===== src/llrb_len_ram.sv =====
// llrb_len_ram: length of the committed line in each slot
// registered read; per-slot valid bits make a cleared slot read as zero

module llrb_len_ram #(
    parameter int SLOTS = 64,
    parameter int LEN_W = 11,
    parameter int SL_W  = $clog2(SLOTS)
) (
    input  logic             i_clk,
    input  logic             i_rst_n,
    input  logic             i_clear,
    input  logic             i_we,
    input  logic [SL_W-1:0]  i_waddr,
    input  logic [LEN_W-1:0] i_wdata,
    input  logic [SL_W-1:0]  i_raddr,
    output logic [LEN_W-1:0] o_rdata
);

    logic [LEN_W-1:0] r_mem [SLOTS];
    logic [SLOTS-1:0] r_valid;
    logic [LEN_W-1:0] r_rdata;
    logic             r_rd_ok;

    always_ff @(posedge i_clk) begin
        if (i_we) begin
            r_mem[i_waddr] <= i_wdata;
        end
        r_rdata <= r_mem[i_raddr];
    end

    always_ff @(posedge i_clk) begin
        if (!i_rst_n || i_clear) begin
            r_valid <= '0;
            r_rd_ok <= 1'b0;
        end else begin
            if (i_we) begin
                r_valid[i_waddr] <= 1'b1;
            end
            r_rd_ok <= r_valid[i_raddr];
        end
    end

    assign o_rdata = r_rd_ok ? r_rdata : '0;

endmodule


===== config.mk =====
export PLATFORM = sky130hd
export DESIGN_NAME = llrb_len_ram
export DESIGN_NICKNAME = d
export VERILOG_FILES = /design/src/llrb_len_ram.sv
export SDC_FILE = /design/constraint.sdc
export NUM_CORES = 1
export LEC_CHECK = 0
export BUFFER_PORTS_ARGS = -buffer_cell sky130_fd_sc_hd__buf_2
export CAP_MARGIN = 20
export CELL_PAD_IN_SITES_DETAIL_PLACEMENT = 1
export CELL_PAD_IN_SITES_GLOBAL_PLACEMENT = 1
export CORE_MARGIN = 3
export CORE_UTILIZATION = 50
export CTS_CLUSTER_DIAMETER = 40
export DETAILED_ROUTE_END_ITERATION = 8
export GPL_TIMING_DRIVEN = 0
export PLACE_DENSITY = 0.79
export SYNTH_ARGS = -nofsm -noshare
export SYNTH_HDL_FRONTEND = slang
export SYNTH_SLANG_ARGS = --single-unit

===== constraint.sdc =====
create_clock -name i_clk -period 5.7 [get_ports i_clk]
set_clock_uncertainty 0.05 [all_clocks]
set_input_delay 0.855 -clock i_clk [delete_from_list [all_inputs] [get_ports i_clk]]
set_output_delay 0.855 -clock i_clk [all_outputs]
set_load 0.01 [all_outputs]

* Yosys cells after proc, flatten, opt, wreduce, memory -nomap -nowiden *
Memories as Yosys holds them, arrays and structs flattened. A register that Yosys moved wholly into a read port is not among the register bits.
Cells that the tools add are included.

storage, ports and cells
  RAM bits = 704
  word-level logic and storage cells = 17
  register bits = 65
  memories kept = 1

memory list
  memory  words  width  rd ports  clocked after memory_dff  wr ports  line  text
  r_mem   64     11     1         1                         1         19    logic [LEN_W-1:0] r_mem [SLOTS];

operators by class
  reduce and logical (&&, ||, !) cells = 3
  $lt $le $gt $ge = 3
  mux-type cells = 7
  bitwise operators = 1

operators by type and width
  kind                                                                                 number
  64-bit OR                                                                            1
  6-bit by 7-bit < comparator with 1-bit output, second input constant                 2
  11-bit two-way mux                                                                   1
  1-bit binary-select mux with 6-bit select                                            1
  1-bit demux with 6-bit select                                                        1
  6-bit by 1-bit greater-or-equal comparator with 1-bit output, second input constant  1
  1-bit two-way mux                                                                    4
  1-bit logical AND                                                                    1
  1-bit logical NOT                                                                    1
  1-bit logical OR                                                                     1

* Longest topological paths before layout *
  depth after elaboration = 5
  mapped depth = 10
  depth with buffers taken out = 5

* Least setup slack after synthesis *
OpenSTA, ideal clock, no wires.

  kind = in2reg
  from = input port i_we
  to = memory r_mem[40][0] (enable)
  cell stages on the path = 3
  setup slack = 3.074 ns
  arrival time = 2.181 ns
  path through = nor2b_1 -> nand3_1 -> nor3_1

between the ends
  cells in the longest elaborated chain, start to end = 2

RTL lines
  element                                  line  text
  from (decl)                              12    input logic i_we,
  1-bit two-way mux                        25    if (i_we) begin
  1-bit two-way mux (not written as such)  26    r_mem[i_waddr] <= i_wdata;
  to (decl)                                19

No other way between the ends.

==> results.cfg <==
[synthesis]
synth_area_per_cell_sq_um = 20.8
synth_largest_area_cell = edfxtp_1
async_flop_share = 0
ys_ff_latch = 780
synthXorXnorAreaFrac = 0
synthAdderAreaFrac = 0
ys_types = 45
synth.cell_area_sq_mm = 0.0300
ys_warn_count = 0
synthMuxAreaShare = 0.157
synth_top_family_by_area = multiplexers
syn_inst = 1441
synth_seq_area_share = 0.757
synth_simple_gate_area_share = 0.0281
synth-compound-area-share = 0.0400
synth_area_leaders = edfxtp_1 (71%), mux4_2 (14%), dfxtp_1 (5.1%)
netlist.area_leader.share = 0.706
synth_edf_count = 704
synth-main-ff-cell = edfxtp_1
synth_fp_nets = 1468

[global_route]
grt_pass1_vias = 17400
grt_max_degree = 65
grt_overflow = 0
grt_pass1_wl_um = 128000
grtUsageTotal = 0.288
antenna_found_initial = 2

[floorplanning]
die_w_um = 251
ioPinCount = 38
initial_core_util = 0.507
coreArea_sq_mm = 0.0591
die_y_um = 251
num_rows = 89
dieArea_sq_mm = 0.0629

[setup_path]
r2r_setup_slack_ps = 2920
crit_required_ps = 6130
crit_type = in2reg
crit_fanout = 10
endpoint_kind = flop
arrival_ps = 4020
cp-start-kind = input pin

[cells_and_area]
fillers = 4892
nets = 1682
final_common_cell = edfxtp_1
final_cell_mix = edfxtp_1 (704), mux4_2 (188), clkbuf_16 (109)
drive_gt1_frac = 0.318
multiInputGateArea_sq_mm = 0.00678
area_growth_pct = 18.4
fin_area_sq_mm = 0.0355
layout.cells.non_filler = 2519
seqCellArea_sq_mm = 0.0227
n_antenna_cell = 0

[placement]
place_inst = 2310
placed_area_sq_mm = 0.0318
port_buffers = 33
gp_congestion = 0.952
hpwl_um = 58000

[detailed_routing]
vias = 16700
drcViolationCount = 0
drt_first_pass_iters = 7
drtAntennaViolNets = 0
drtIter0Drc = 2337
wire_per_inst_um = 35.5
postRouteWirelength_um = 89500
routed_via_density = 6.62

[sta]
setup_viol = 0
tns_ps = 0
maxSlewHeadroom = 0.149
post-route-min-period_ps = 3590
timing.fmax_mhz = 279
min_period_over_period = 0.629
finalMaxSlewViolations = 0
hold_viol = 0
grt_setup_unrepaired = no
hold_slack_ps = 416
tightest_slew_ps = 1270

[clock_network]
clkTransAtPathRegs_ps = 60
htree_levels = 3
insertion_delay_ps = 680
root_buffer = clkbuf_16
postCtsHoldBufs = 0
cts_tree = done
cts_buffers = 104
postCtsSetupBuffers = 0
clock_sinks = 780
clockBufferDepth = 3
postCtsResizedCells = 0

[flow_run]
max_cap_viol_count = 0

[power_and_ir_drop]
ir_drop_mv = 0.297
power.leakage_nw = 11.6
p_total_w = 0.0135
p_per_area_mw_per_mm2 = 380

[status]
run_status = complete, no violations

[worst_hold_path]
hp-class = reg2reg
[power by group]
group          switching (W)  internal [W]  total (W)
Clock                0.00269       0.00383    0.00653
Combinational       0.000437      0.000231   0.000669
Sequential         0.0000134       0.00628    0.00629
Total                0.00314        0.0103     0.0135
[path summary, 6_finish.rpt]
path                      startpoint                 endpoint  cells past startpoint
max                       i_raddr[2]       r_rdata[1]$_DFF_P_                      7
min          r_valid[3]$_SDFFE_PP0P_  r_valid[3]$_SDFFE_PP0P_                      1
max reg2reg   r_mem[47][1]$_DFFE_PP_       r_rdata[1]$_DFF_P_                      5
min reg2reg  r_valid[3]$_SDFFE_PP0P_  r_valid[3]$_SDFFE_PP0P_                      1
[cell families after synthesis]
kind of cell / count (synthesis)
compound gates: 171
buf+inv: 85
flops: 780
mux: 232
simple gates: 173
[cells in the mapped netlist, types with 12 or more instances]
cell type,instances
and2_1,13
o21a_1,64
nor2_1,73
nor2b_1,17
buf_2,14
dfxtp_1,76
o21ai_1,12
o22ai_1,25
clkbuf_1,29
o21ai_0,14
mux4_2,188
mux2i_1,26
a21oi_1,14
mux2_2,17
edfxtp_1,704
nand2_1,18
buf_6,12
buf_4,19
[stage by stage]
stage	setup WS [ps]	utilization
CTS	2300	0.597
global route	2140	0.600
global placement	1760	0.526
detailed placement	1700	0.537
floorplan	3070	-
finish	2110	0.600
[layer usage]
layer | track usage | part of all wire | vias up
met5 | 0 | 0.00030 | -
met4 | 0.160 | 0.060 | 4
met1 | 0.378 | 0.37 | 8782
li1 | - | - | 6460
met2 | 0.455 | 0.48 | 1132
met3 | 0.0617 | 0.093 | 288
[state kept, by name, indices dropped and copies added, names as in the netlist]
register,cells
r_mem,704
r_valid,64
r_rd_ok,1
r_rdata,11
[layout make-up]
type | count | share of cell area
Buffer | 84 | 0.0152
Multi-Input combinational cell | 576 | 0.191
Clock inverter | 80 | 0.0217
Timing Repair Buffer | 108 | 0.0277
Clock buffer | 117 | 0.0783
Tap cell | 773 | 0.0273
Inverter | 1 | 0.000106
Sequential cell | 780 | 0.639
[worst max-delay path, cell delays in order]
cell	delay, ps
buf_4	120
buf_4	290
clkbuf_1	960
mux4_2	430
a22o_1	260
nor4_1	790
o2bb2ai_1	300
Note: power is estimated with default switching activity, not from simulation.
